`src/sv/cksq_pkg.sv`:
```
package cksq_pkg;

    // Register file geometry
    localparam int unsigned ADDR_W = 4;
    localparam int unsigned DATA_W = 32;

    // Command bytes
    localparam logic [7:0] CMD_NONE    = 8'h00;
    localparam logic [7:0] CMD_CONNECT = 8'h80;
    localparam logic [7:0] CMD_RESET   = 8'h40;

    // Phase codes as shown on the result
    localparam logic [1:0] PH_INIT       = 2'd0;
    localparam logic [1:0] PH_CLEAR      = 2'd1;
    localparam logic [1:0] PH_CONNECTING = 2'd2;
    localparam logic [1:0] PH_CONNECTED  = 2'd3;

    // Reset values of the configuration registers
    localparam logic [23:0] KEEPALIVE_RST = 24'd8192;
    localparam logic [23:0] QUICK_RST     = 24'd1024;
    localparam logic [7:0]  CLEAR_RST     = 8'd4;
    localparam logic [7:0]  CONNECT_RST   = 8'd30;

    localparam logic [7:0] RETRY_MAX = 8'hFF;

    typedef enum logic [1:0] {
        REG_KEEPALIVE = 2'd0,
        REG_QUICK     = 2'd1,
        REG_CLEAR     = 2'd2,
        REG_CONNECT   = 2'd3
    } t_reg_idx;

    typedef enum logic [1:0] {
        MODE_TICK   = 2'd0,
        MODE_STATUS = 2'd1,
        MODE_POLL   = 2'd2
    } t_mode;

    typedef enum logic [3:0] {
        ST_INIT       = 4'b0001,
        ST_CLEAR      = 4'b0010,
        ST_CONNECTING = 4'b0100,
        ST_CONNECTED  = 4'b1000
    } t_phase;

    typedef struct packed {
        logic [23:0] keepalive_period;
        logic [23:0] quick_delay;
        logic [7:0]  clear_tries;
        logic [7:0]  connect_tries;
    } t_cfg;

    // Map the one-hot state to its external phase code
    function automatic logic [1:0] phase_code(input t_phase ph);
        logic [1:0] code;
        case (ph)
            ST_INIT:       code = PH_INIT;
            ST_CLEAR:      code = PH_CLEAR;
            ST_CONNECTING: code = PH_CONNECTING;
            ST_CONNECTED:  code = PH_CONNECTED;
            default:       code = PH_INIT;
        endcase
        return code;
    endfunction

endpackage

```
`src/sv/contactor_keepalive_sequencer.sv`:
```
// Contactor keepalive sequencer. Takes one item per clock (tick, status message or
// send poll) and returns exactly one result item for each in the cycle after its
// acceptance. The whole state update is combinational compare-and-add logic, so the
// block sustains one item per cycle; o_ready drops only while a result sits in the
// output register and i_ready is low. Configuration sits on an APB port at byte
// addresses 0, 4, 8, 12 (keepalive period, quick delay, clear tries, connect
// tries). Write it only with no item in flight; the block does not enforce this.
module contactor_keepalive_sequencer import cksq_pkg::*; (
    input  logic              i_clk,
    input  logic              i_rst_n,
    input  logic              psel,
    input  logic              penable,
    input  logic              pwrite,
    input  logic [ADDR_W-1:0] paddr,
    input  logic [DATA_W-1:0] pwdata,
    output logic [DATA_W-1:0] prdata,
    output logic              pready,
    input  logic              i_valid,
    output logic              o_ready,
    input  logic [1:0]        i_mode,
    input  logic [31:0]       i_tick_time,
    input  logic [7:0]        i_fault_byte,
    input  logic [7:0]        i_pending_byte,
    output logic              o_valid,
    input  logic              i_ready,
    output logic              o_send_now,
    output logic [7:0]        o_command_byte,
    output logic [1:0]        o_phase,
    output logic              o_trap
);

    t_cfg cfg;

    cksq_regs u_regs (
        .i_clk   (i_clk),
        .i_rst_n (i_rst_n),
        .psel    (psel),
        .penable (penable),
        .pwrite  (pwrite),
        .paddr   (paddr),
        .pwdata  (pwdata),
        .prdata  (prdata),
        .pready  (pready),
        .o_cfg   (cfg)
    );

    t_phase      r_phase, n_phase;
    logic [31:0] r_deadline, n_deadline;
    logic [7:0]  r_retry, n_retry;
    logic        r_pend, n_pend;
    logic [7:0]  r_cmd, n_cmd;
    logic        r_out_valid;
    logic        r_send, r_trap;
    logic [7:0]  r_out_cmd;
    logic [1:0]  r_out_phase;

    logic        accept;
    logic        send, trap;
    logic [7:0]  retry_inc;
    logic [31:0] dl_diff;
    logic        not_due;
    logic [31:0] dl_period, dl_quick;

    assign o_ready = !r_out_valid || i_ready;
    assign accept  = i_valid && o_ready;

    assign retry_inc = (r_retry == RETRY_MAX) ? r_retry : r_retry + 8'd1;
    assign dl_diff   = r_deadline - i_tick_time;
    assign not_due   = (dl_diff != 32'd0) && !dl_diff[31];
    assign dl_period = i_tick_time + {8'd0, cfg.keepalive_period};
    assign dl_quick  = i_tick_time + {8'd0, cfg.quick_delay};

    // Next state for the item at the input
    always_comb begin
        n_phase    = r_phase;
        n_deadline = r_deadline;
        n_retry    = r_retry;
        n_pend     = r_pend;
        n_cmd      = r_cmd;
        send       = 1'b0;
        trap       = 1'b0;
        case (t_mode'(i_mode))
            MODE_TICK: begin
                if (r_phase == ST_INIT) begin
                    n_deadline = dl_period;
                    n_cmd      = CMD_RESET;
                    n_retry    = 8'd0;
                    n_pend     = 1'b1;
                    n_phase    = ST_CLEAR;
                end else if (!not_due) begin
                    n_deadline = dl_period;
                    n_pend     = 1'b1;
                end
            end
            MODE_STATUS: begin
                case (r_phase)
                    ST_CLEAR: begin
                        if ((i_fault_byte != 8'd0) && (retry_inc < cfg.clear_tries)) begin
                            n_retry = retry_inc;
                        end else begin
                            n_retry = 8'd0;
                            n_cmd   = CMD_CONNECT;
                            n_phase = ST_CONNECTING;
                        end
                    end
                    ST_CONNECTING: begin
                        if (i_pending_byte != 8'd0) begin
                            n_retry = retry_inc;
                            if (retry_inc >= cfg.connect_tries) begin
                                n_phase = ST_INIT;
                            end
                        end else begin
                            n_phase = ST_CONNECTED;
                        end
                    end
                    ST_INIT: begin
                        trap = 1'b1;
                    end
                    default: ;
                endcase
                n_deadline = dl_quick;
            end
            MODE_POLL: begin
                if (r_pend) begin
                    n_pend = 1'b0;
                    send   = 1'b1;
                end
            end
            default: ;
        endcase
    end

    // Advance sequencer state on each accepted item
    always_ff @(posedge i_clk) begin
        if (!i_rst_n) begin
            r_phase    <= ST_INIT;
            r_deadline <= 32'd0;
            r_retry    <= 8'd0;
            r_pend     <= 1'b0;
            r_cmd      <= CMD_NONE;
        end else if (accept) begin
            r_phase    <= n_phase;
            r_deadline <= n_deadline;
            r_retry    <= n_retry;
            r_pend     <= n_pend;
            r_cmd      <= n_cmd;
        end
    end

    // Hold the result until it is taken
    always_ff @(posedge i_clk) begin
        if (!i_rst_n) begin
            r_out_valid <= 1'b0;
        end else if (accept) begin
            r_out_valid <= 1'b1;
        end else if (i_ready) begin
            r_out_valid <= 1'b0;
        end
    end

    always_ff @(posedge i_clk) begin
        if (accept) begin
            r_send      <= send;
            r_trap      <= trap;
            r_out_cmd   <= n_cmd;
            r_out_phase <= phase_code(n_phase);
        end
    end

    assign o_valid        = r_out_valid;
    assign o_send_now     = r_send;
    assign o_trap         = r_trap;
    assign o_command_byte = r_out_cmd;
    assign o_phase        = r_out_phase;

endmodule

```
`src/sv/cksq_regs.sv`:
```
module cksq_regs import cksq_pkg::*; (
    input  logic              i_clk,
    input  logic              i_rst_n,
    input  logic              psel,
    input  logic              penable,
    input  logic              pwrite,
    input  logic [ADDR_W-1:0] paddr,
    input  logic [DATA_W-1:0] pwdata,
    output logic [DATA_W-1:0] prdata,
    output logic              pready,
    output t_cfg              o_cfg
);

    t_cfg     r_cfg;
    logic     wr_en;
    t_reg_idx idx;

    assign pready = 1'b1;
    assign wr_en  = psel && penable && pwrite;
    assign idx    = t_reg_idx'(paddr[ADDR_W-1:2]);

    // Write registers on the access cycle
    always_ff @(posedge i_clk) begin
        if (!i_rst_n) begin
            r_cfg.keepalive_period <= KEEPALIVE_RST;
            r_cfg.quick_delay      <= QUICK_RST;
            r_cfg.clear_tries      <= CLEAR_RST;
            r_cfg.connect_tries    <= CONNECT_RST;
        end else if (wr_en) begin
            case (idx)
                REG_KEEPALIVE: r_cfg.keepalive_period <= pwdata[23:0];
                REG_QUICK:     r_cfg.quick_delay      <= pwdata[23:0];
                REG_CLEAR:     r_cfg.clear_tries      <= pwdata[7:0];
                REG_CONNECT:   r_cfg.connect_tries    <= pwdata[7:0];
                default:       ;
            endcase
        end
    end

    // Read back, zero extended
    always_comb begin
        case (idx)
            REG_KEEPALIVE: prdata = {8'd0, r_cfg.keepalive_period};
            REG_QUICK:     prdata = {8'd0, r_cfg.quick_delay};
            REG_CLEAR:     prdata = {24'd0, r_cfg.clear_tries};
            REG_CONNECT:   prdata = {24'd0, r_cfg.connect_tries};
            default:       prdata = '0;
        endcase
    end

    assign o_cfg = r_cfg;

endmodule

```
`config.mk`:
```
export PLATFORM = sky130hd
export DESIGN_NAME = contactor_keepalive_sequencer
export DESIGN_NICKNAME = d
export VERILOG_FILES = /design/src/sv/cksq_pkg.sv /design/src/sv/contactor_keepalive_sequencer.sv /design/src/sv/cksq_regs.sv
export SDC_FILE = /design/constraint.sdc
export NUM_CORES = 1
export LEC_CHECK = 0
export ABC_AREA = 0
export BUFFER_PORTS_ARGS = -buffer_cell sky130_fd_sc_hd__buf_2
export CAP_MARGIN = 20
export CORE_MARGIN = 2
export CORE_UTILIZATION = 53
export DETAILED_ROUTE_END_ITERATION = 8
export GPL_ROUTABILITY_DRIVEN = 0
export PLACE_DENSITY = 0.77
export RECOVER_POWER = 100
export SYNTH_ARGS = -nofsm -noshare
export SYNTH_HDL_FRONTEND = slang
export SYNTH_HIERARCHICAL = 1
export SYNTH_SLANG_ARGS = --single-unit
```
`constraint.sdc`:
```
create_clock -name i_clk -period 4.4 [get_ports i_clk]
set_input_delay 0.88 -clock i_clk [delete_from_list [all_inputs] [get_ports i_clk]]
set_output_delay 0.88 -clock i_clk [all_outputs]
set_load 0.02 [all_outputs]
```
; ---- Word level (Yosys, flattened, before mapping)
; Cells that the tools add are included.
[totals]
reg_bits = 130
[op_classes]
n_lt_le_gt_ge = 2
reduce_logical = 23
n_mux = 28
n_eq_ne = 16
addsub = 4
[op_table]
columns = operator, n
row1 = case mux 32 bit (4 select lines), 1
row2 = adder 32 x 24 -> 32 bit, 2
row3 = 2-to-1 mux 32 bit, 2
row4 = case mux 32 bit (2 select lines), 1
row5 = 2-to-1 mux 8 bit, 7
row6 = case mux 8 bit (2 select lines), 3
row7 = nonzero test 32 bit, 1
row8 = subtractor 32 bit, 1
row9 = 2-to-1 mux 4 bit, 4
row10 = case mux 4 bit (2 select lines), 2
row11 = nonzero test 8 bit, 2
row12 = "adder 8 x 1 -> 8 bit, second input constant", 1
row13 = "== test 4 x 2 -> 1 bit, second input constant", 2
row14 = "== test 4 x 3 -> 1 bit, second input constant", 2
row15 = "== test 8 bit, second input constant", 1
row16 = >= comparator 8 bit, 1
row17 = less-than comparator 8 bit, 1
row18 = AND reduction 2 bit, 4
row19 = "== test 2 bit, second input constant", 3
row20 = 2-to-1 mux 1 bit, 6
row21 = "!= test 3 bit, second input constant", 2
row22 = case mux 2 bit (3 select lines), 1
row23 = AND reduction 3 bit, 2
row24 = nonzero test 2 bit, 3
row25 = other kinds (11), 18

; ---- Logic depth before layout (Yosys ltp)
; Gate-level depths: netlist of run 1.
[depth]
depth_word = 9
depth_mapped = 16

; ---- Hierarchy
; The synthesis of run 1 kept the hierarchy.
[by_module_without_submodules]
columns = module, area_per_inst_um2, seq_area_each_um2, cells_per_inst, n_inst
row1 = contactor_keepalive_sequencer, 6760.2, 1441.4, 870, 1
row2 = cksq_regs, 2951.6, 1281.2, 303, 1

; ---- Worst setup path after synthesis of run 1
; No wires, ideal clock.
[synth_path]
kind = input -> register
startpoint = input port i_mode[1]
endpoint = register r_deadline[28]
path_buffers = 2
t_arrival_ns = 4.487
path_slack_ns = -0.173
cell_stages = 16
path_cell_list = nand2b_1 -> clkbuf_1 -> clkbuf_1 -> mux2_2 -> ha_1 -> nand3_1 -> o2111ai_1 -> a21o_1 -> a21oi_1 -> a21oi_1 -> a41oi_1 -> o31ai_1 -> a31oi_1 -> nor3b_1 -> xnor2_1 -> a211oi_1
[synth_via]
elab_chain_len = 3
[synth_lines]
columns = item, line
row1 = from (decl), contactor_keepalive_sequencer.sv:20  ; input logic [1:0] i_mode,
row2 = logical NOT 2 bit / == test 2 x 1 -> 1 bit (equally long branches), contactor_keepalive_sequencer.sv:82  ; case (t_mode'(i_mode))
row3 = != test 3 bit (no line) / nonzero test 2 bit (equally long branches), --
row4 = AND reduction 3 bit (no line), --
row5 = to (signal assigned), contactor_keepalive_sequencer.sv:143  ; r_deadline <= n_deadline;
row6 = to (decl), contactor_keepalive_sequencer.sv:48  ; logic [31:0] r_deadline, n_deadline;
; Parallel ways exist; a longest one is shown, timed or not.
; A chain may end at the register's enable or synchronous reset.

; ---- Worst setup path after layout of run 1
[layout_path]
startpoint = input port i_tick_time[0]
endpoint = register r_deadline[18]
[layout_via]
elab_chain_len = 5
[layout_lines]
columns = item, line
row1 = from (decl), contactor_keepalive_sequencer.sv:21  ; input logic [31:0] i_tick_time,
row2 = subtractor 32 bit, contactor_keepalive_sequencer.sv:68  ; assign dl_diff = r_deadline - i_tick_time;
row3 = nonzero test 32 bit / logical NOT 1 bit (equally long branches), contactor_keepalive_sequencer.sv:69  ; assign not_due = (dl_diff != 32'd0) && !dl_diff[31];
row4 = logical AND 1 bit, contactor_keepalive_sequencer.sv:69
row5 = != test 3 bit (no line), --
row6 = AND reduction 3 bit (no line), --
; Parallel ways exist; a longest one is shown, timed or not. The select of a mux whose other input is x is not followed.

==> flow_summary.ini, run 1 <==
[synthesis]
synthXorXnorAreaFrac_pct = 4.148
post-synth-top-area-fraction_pct = 24.32
muxShareOfSynthArea_pct = 14.66
syn_inst = 1173
ys_ff_latch = 130
synth.avg_cell_area_um2 = 8.279
yosys.area.top_type = dfxtp_1
ys.flop_type = dfxtp_1
yosys.area_share.simple_pct = 19.67
synth_top_family_by_area = simple AND/OR/NAND/NOR gates
synth-edff-count = 12
yosysMostFrequentCell = nand2_1
syn_area_mm2 = 0.009712
synth_area_leaders = dfxtp_1 (24%), mux2i_1 (9.8%), ha_1 (9.1%)
synth_fa_ha_area_share_pct = 9.559
ys_warn_count = 6
async_flop_share_pct = 0
synth_commonest_cells = nand2_1 (175), dfxtp_1 (118), mux2i_1 (95), ha_1 (71), inv_1 (71)
synth_compound_area_share_pct = 17.32
yosysUniqueCellTypes = 81
yosysSeqAreaShare_pct = 28.03

[critical_path]
slowest_delay_ps = 540
startpoint = i_tick_time[0]
worstPathRequired_ps = 4740
cp_data_arrival_time_ps = 4550
crit_slowest_cell = or4_4
cp-end-kind = register
cp_num_buf_inv = 2
critPathTopFamily = simple AND/OR/NAND/NOR gates
cp_max_fo = 16
cp-start-kind = input pin
reg2reg_from = r_deadline[0]$_SDFFE_PN0P_
crit_chain = buf_2, ha_1, fa_1, nand2b_1, a21oi_1, o21ai_1, and3_1, o41a_1, xnor2_1, or3_1, or4_4, o211ai_1, and2_1, buf_12, mux2i_1
crit_type = in -> reg

[layout]
instances_no_fill = 1589
fin_util_pct = 64.26
fillers = 1519
drive_gt1_share_pct = 18.41
multi_input_area_mm2 = 0.006359
area_growth_pct = 18.86
seqCellArea_mm2 = 0.002723
fin_nets = 1511
fin_area_mm2 = 0.01154

[route]
drt_pass1_iterations = 7
post_drt_wl_per_cell_um = 16.32
wirelength_mm = 25.93
antenna_left = 0
viasPerCell = 5.779
first_iter_violations = 626
vias = 9183
drc = 0

[sta]
clock.fmax_ghz = 0.2377
worst_slack_ps = 193.8
fin_crit_ps = 4206
slew_headroom_pct = -30.21
setup-violations-final = 0
slew_violations = 25
final_hold_viol_count = 0
hold_slack_ps = 455.6
clock_skew_ps = 12.00
worstMarginPinSlew_ps = 1953
post-route-period-util_pct = 95.60

[power_and_ir_drop]
power_density_mw_per_mm2 = 304.1
p_leak_nw = 5.266
irDropWorstVdd_mv = 0.2795

[floorplanning]
fp-row-count = 49
start_util_pct = 54.06
core_mm2 = 0.01796
io_pins = 140
die-area_mm2 = 0.01942
die_h_um = 139.4
fp.dieW_um = 139.4

[hold_path]
min_path_type = reg -> reg
hold_path_startpoint = r_cmd[4]$_SDFFE_PN0P_

[clock_network]
clock_latency_ps = 430
h-tree-depth = 4
numClockSinks = 130
cts-root-buf = clkbuf_16
clockBufferDepth = 2
path_clk_slew_ps = 60
cts_tree = done
cts_buffers = 17
postCtsSetupBuffers = 0

[global_routing]
grt_pass1_vias = 9014
overflow = 0
grt_usage_pct = 26.48
grt_pass1_wl_mm = 42.75
grt_max_degree = 82
antenna_found_initial = 2

[flow_run]
cap_violations = 1

[place]
dp.cells = 1555
numPortBuffers = 120
dp_hpwl_mm = 19.11
postPlaceCellArea_mm2 = 0.01099
pre_cts_ws_ps = -213.5

[status]
violations = capacitance limit, slew limit
status = complete, but fails checks
==> path summary, 6_finish.rpt <==
kind                                       to  slack, ps  cells after the start
setup / recovery  r_deadline[18]$_SDFFE_PN0P_        190                     15
setup reg to reg  r_deadline[18]$_SDFFE_PN0P_        410                     15
hold reg to reg         r_cmd[4]$_SDFFE_PN0P_        460                      1
hold / removal          r_cmd[4]$_SDFFE_PN0P_        460                      1
==> sequential cells by signal (all words and copies together) (netlist names) <==
signal          cells
o_command_byte      8
o_phase             2
o_send_now          1
o_trap              1
o_valid             1
r_cmd               8
r_deadline         32
r_pend              1
r_phase             4
r_retry             8
u_regs/o_cfg       64
==> worst reg2reg max path, stage by stage (launching register included) <==
cell and delay (ps):
dfxtp_1 320, inv_1 40, ha_1 190, fa_1 380, nand2b_1 170, a21oi_1 140, o21ai_1 120, and3_1 230
o41a_1 360, xnor2_1 140, or3_1 370, or4_4 540, o211ai_1 220, and2_1 270, buf_12 190, mux2i_1 230
==> power breakdown <==
part	internal [W]	switching, W
clock	0.000944	0.000591
sequential	0.00123	0.0000241
combinational	0.000308	0.000410
total	0.00249	0.00103
==> stage by stage <==
step / power [W] / setup TNS, ps
final: 0.003510 / 0
after global routing: 0.003646 / -31.02
after CTS: 0.003517 / 0
after detailed placement: 0.001991 / -4903
after global placement: 0.001975 / -3178
after floorplan: 0.001756 / 0
==> cells in the final DEF (no fill, tap or decap), types with 14 or more instances in the layout <==
| cell | count |
|---|---|
| nor2_1 | 66 |
| a31oi_1 | 15 |
| mux2i_1 | 95 |
| o21ai_0 | 45 |
| a211oi_1 | 17 |
| clkbuf_1 | 42 |
| xnor2_1 | 32 |
| dfxtp_1 | 118 |
| nand4_1 | 18 |
| nand2_1 | 175 |
| and3_1 | 14 |
| xor2_1 | 14 |
| inv_1 | 71 |
| mux2_2 | 26 |
| nand3_1 | 23 |
| a21o_1 | 23 |
| buf_2 | 80 |
| a21oi_1 | 68 |
| nor3_1 | 20 |
| buf_4 | 87 |
| nor2b_1 | 15 |
| ha_1 | 71 |
| clkbuf_16 | 19 |
==> layout make-up <==
cell class	instances	area share (%)
antenna	2	0.04336
timing repair buffer	213	10.93
clock inverter	11	1.181
inverter	72	2.341
tap	229	2.482
clock buffer	21	4.357
multi-input combinational	911	55.08
sequential	130	23.59
==> logic make-up (layout without fill, tap and decap cells) <==
group           after synthesis  in the layout
compound gates              254            254
xor+xnor                     46             46
fa+ha+maj                    73             73
buf+inv                     139            317
flops                       130            130
mux                         129            129
other cells                   2             11
simple gates                400            400
==> layer usage <==
metal / share of wire (%) / track usage (%) / vias up
met4: 2.7 / 10.15 / 0
met5: 0 / 0 / -
li1: - / - / 4519
met1: 44 / 34.01 / 4285
met2: 47 / 44.61 / 322
met3: 5.7 / 4.439 / 57
==> repair_timing <==
item / in CTS / in global routing
endpoints found under the setup margin: 0 / 1
resized for setup: 0 / 1
hold buffers: 0 / 0
No activity file was read; power rests on OpenSTA's default activity.
==> run 2, diff against run 1 <==
--- a/config.mk
+++ b/config.mk
@@ -12,7 +12,7 @@
 export CORE_UTILIZATION = 53
 export DETAILED_ROUTE_END_ITERATION = 8
 export GPL_ROUTABILITY_DRIVEN = 0
-export PLACE_DENSITY = 0.77
+export PLACE_DENSITY = 0.76
 export RECOVER_POWER = 100
 export SYNTH_ARGS = -nofsm -noshare
 export SYNTH_HDL_FRONTEND = slang
==> run 2 against run 1 <==
Register-to-register slack got worse by 30 ps. The run still ends with capacitance limit, slew limit left. Clock power down 3%. Via count decreased by 0.64%. Largest power group unchanged. Critical path type unchanged. Cell count grew 0.19%. Count of clock-buffer cells in the layout down 3. Clock skew decreased by 1.3 ps. Sequential power about the same. Global-route usage up 0.051 points. Non-clock buffer count up 4. Worst setup slack improved by 1.8 ps.
==> flow_summary.ini, run 2 (synthesis gave the netlist of run 1 again) <==
[clock_network]
numClockSinks = 130
clock_latency_ps = 430
h-tree-depth = 4
cts-root-buf = clkbuf_16
cts_tree = done
clockBufferDepth = 2
post_cts_resized = 0
postCtsSetupBuffers = 0
cts_buffers = 17
postCtsHoldBufs = 0
path_clk_slew_ps = 60

[global_routing]
grt_pass1_wl_mm = 42.74
antenna_found_initial = 1
grt_pass1_vias = 8829
grt_usage_pct = 26.53
grt_max_degree = 50
overflow = 0

[floorplanning]
fp.dieW_um = 139.4
io_pins = 140
core_mm2 = 0.01796
start_util_pct = 54.06
die_h_um = 139.4
die-area_mm2 = 0.01942
fp-row-count = 49

[layout]
seqCellArea_mm2 = 0.002723
instances_no_fill = 1592
largest_reg_flops = 64
multi_input_area_mm2 = 0.006400
layout_commonest_cell = nand2_1
area_growth_pct = 19.21
mostFrequentLayoutCells = nand2_1 (175), dfxtp_1 (118), mux2i_1 (95), buf_4 (90), buf_2 (79)
drive_gt1_share_pct = 18.87
fin_nets = 1515
fillers = 1520

[critical_path]
cp-start-kind = input pin
crit_type = in -> reg
cp_max_fo = 17
worstPathRequired_ps = 4730
r2r_cells = 15
cp-end-kind = register
cp_data_arrival_time_ps = 4540
r2r_slack_ps = 380

[status]
violations = capacitance limit, slew limit
status = complete, but fails checks

[route]
viasPerCell = 5.731
drt_pass1_iterations = 7
post_drt_wl_per_cell_um = 16.18
first_iter_violations = 584
vias = 9124
drc = 0
wirelength_mm = 25.75
antenna_left = 0

[sta]
hold_slack_ps = 459.8
slew_headroom_pct = -30.77
setup-violations-final = 0
final_hold_viol_count = 0
clock_skew_ps = 10.68
rsz0062_at_grt = no
clock.fmax_ghz = 0.2378
fin_crit_ps = 4204
worstMarginPinSlew_ps = 1962
slew_violations = 94
post-route-period-util_pct = 95.55

[place]
numPortBuffers = 120
dp_hpwl_mm = 19.26
dp.cells = 1559

[power_and_ir_drop]
p_leak_nw = 5.277
irDropWorstVdd_mv = 0.3366
power_density_mw_per_mm2 = 298.6

[hold_path]
holdPathStages = 2
min_path_type = reg -> reg

[flow_run]
cap_violations = 2
-- run 2: cell count changes in the layout (fill, tap and decap cells not counted), moves of 2 or more --
cell       delta
nor3_1        -2
buf_4         +3
clkbuf_1      +2
inv_8         +2
clkbuf_16     -2
clkinv_4      +3
-- run 2: cell type report --
cell class	instances	share of cell area, %
inverters	72	2.334
clock inverters	14	1.470
flip-flops and latches	130	23.52
multi-input cells	911	55.28
clock buffers	18	3.793
repair buffers	217	11.11
well taps	229	2.475
diodes	1	0.02161
-- run 2: metrics by stage --
step | setup WS, ps | power (W) | util, % | area [um^2] | setup TNS (ps)
floorplan | 14.97 | 0.001756 | - | 9741 | 0
global placement | -148.8 | 0.001977 | 61.33 | 11020 | -3735
detailed placement | -183.2 | 0.001991 | 61.33 | 11020 | -5046
CTS | 240.5 | 0.003463 | 64.72 | 11630 | 0
global route | 14.89 | 0.003594 | 64.45 | 11580 | 0
finish | 195.6 | 0.003456 | 64.45 | 11580 | 0
-- run 2: power breakdown --
part | leakage (nW) | internal [W] | switching, W | total [W]
combinational | 3.90 | 0.000309 | 0.000413 | 0.000721
sequential | 1.08 | 0.00123 | 0.0000247 | 0.00126
clock | 0.301 | 0.000869 | 0.000608 | 0.00148
-- run 2: metal layers --
metal	part of all wire, %	global-route usage [%]
met3	4.8	4.095
met2	48	45.79
met1	45	34.49
met4	2.0	7.443
met5	0	0
-- run 2: worst paths after layout --
| path | to | startpoint |
|---|---|---|
| worst max register to register | r_deadline[31]$_SDFFE_PN0P_ | r_deadline[0]$_SDFFE_PN0P_ |
| worst max-delay path | r_deadline[31]$_SDFFE_PN0P_ | i_tick_time[0] |
| worst min-delay path | r_deadline[0]$_SDFFE_PN0P_ | r_deadline[0]$_SDFFE_PN0P_ |
| worst min register to register | r_deadline[0]$_SDFFE_PN0P_ | r_deadline[0]$_SDFFE_PN0P_ |
-- run 2: critical path, stage by stage --
cell	delay (ps)
clkbuf_1	90
ha_1	220
fa_1	380
nand2b_1	170
a21oi_1	170
o21ai_1	130
and3_1	220
o41a_1	350
xnor2_1	140
or3_1	390
or4_4	560
o211ai_4	200
buf_4	280
a21oi_1	100
a211oi_1	250
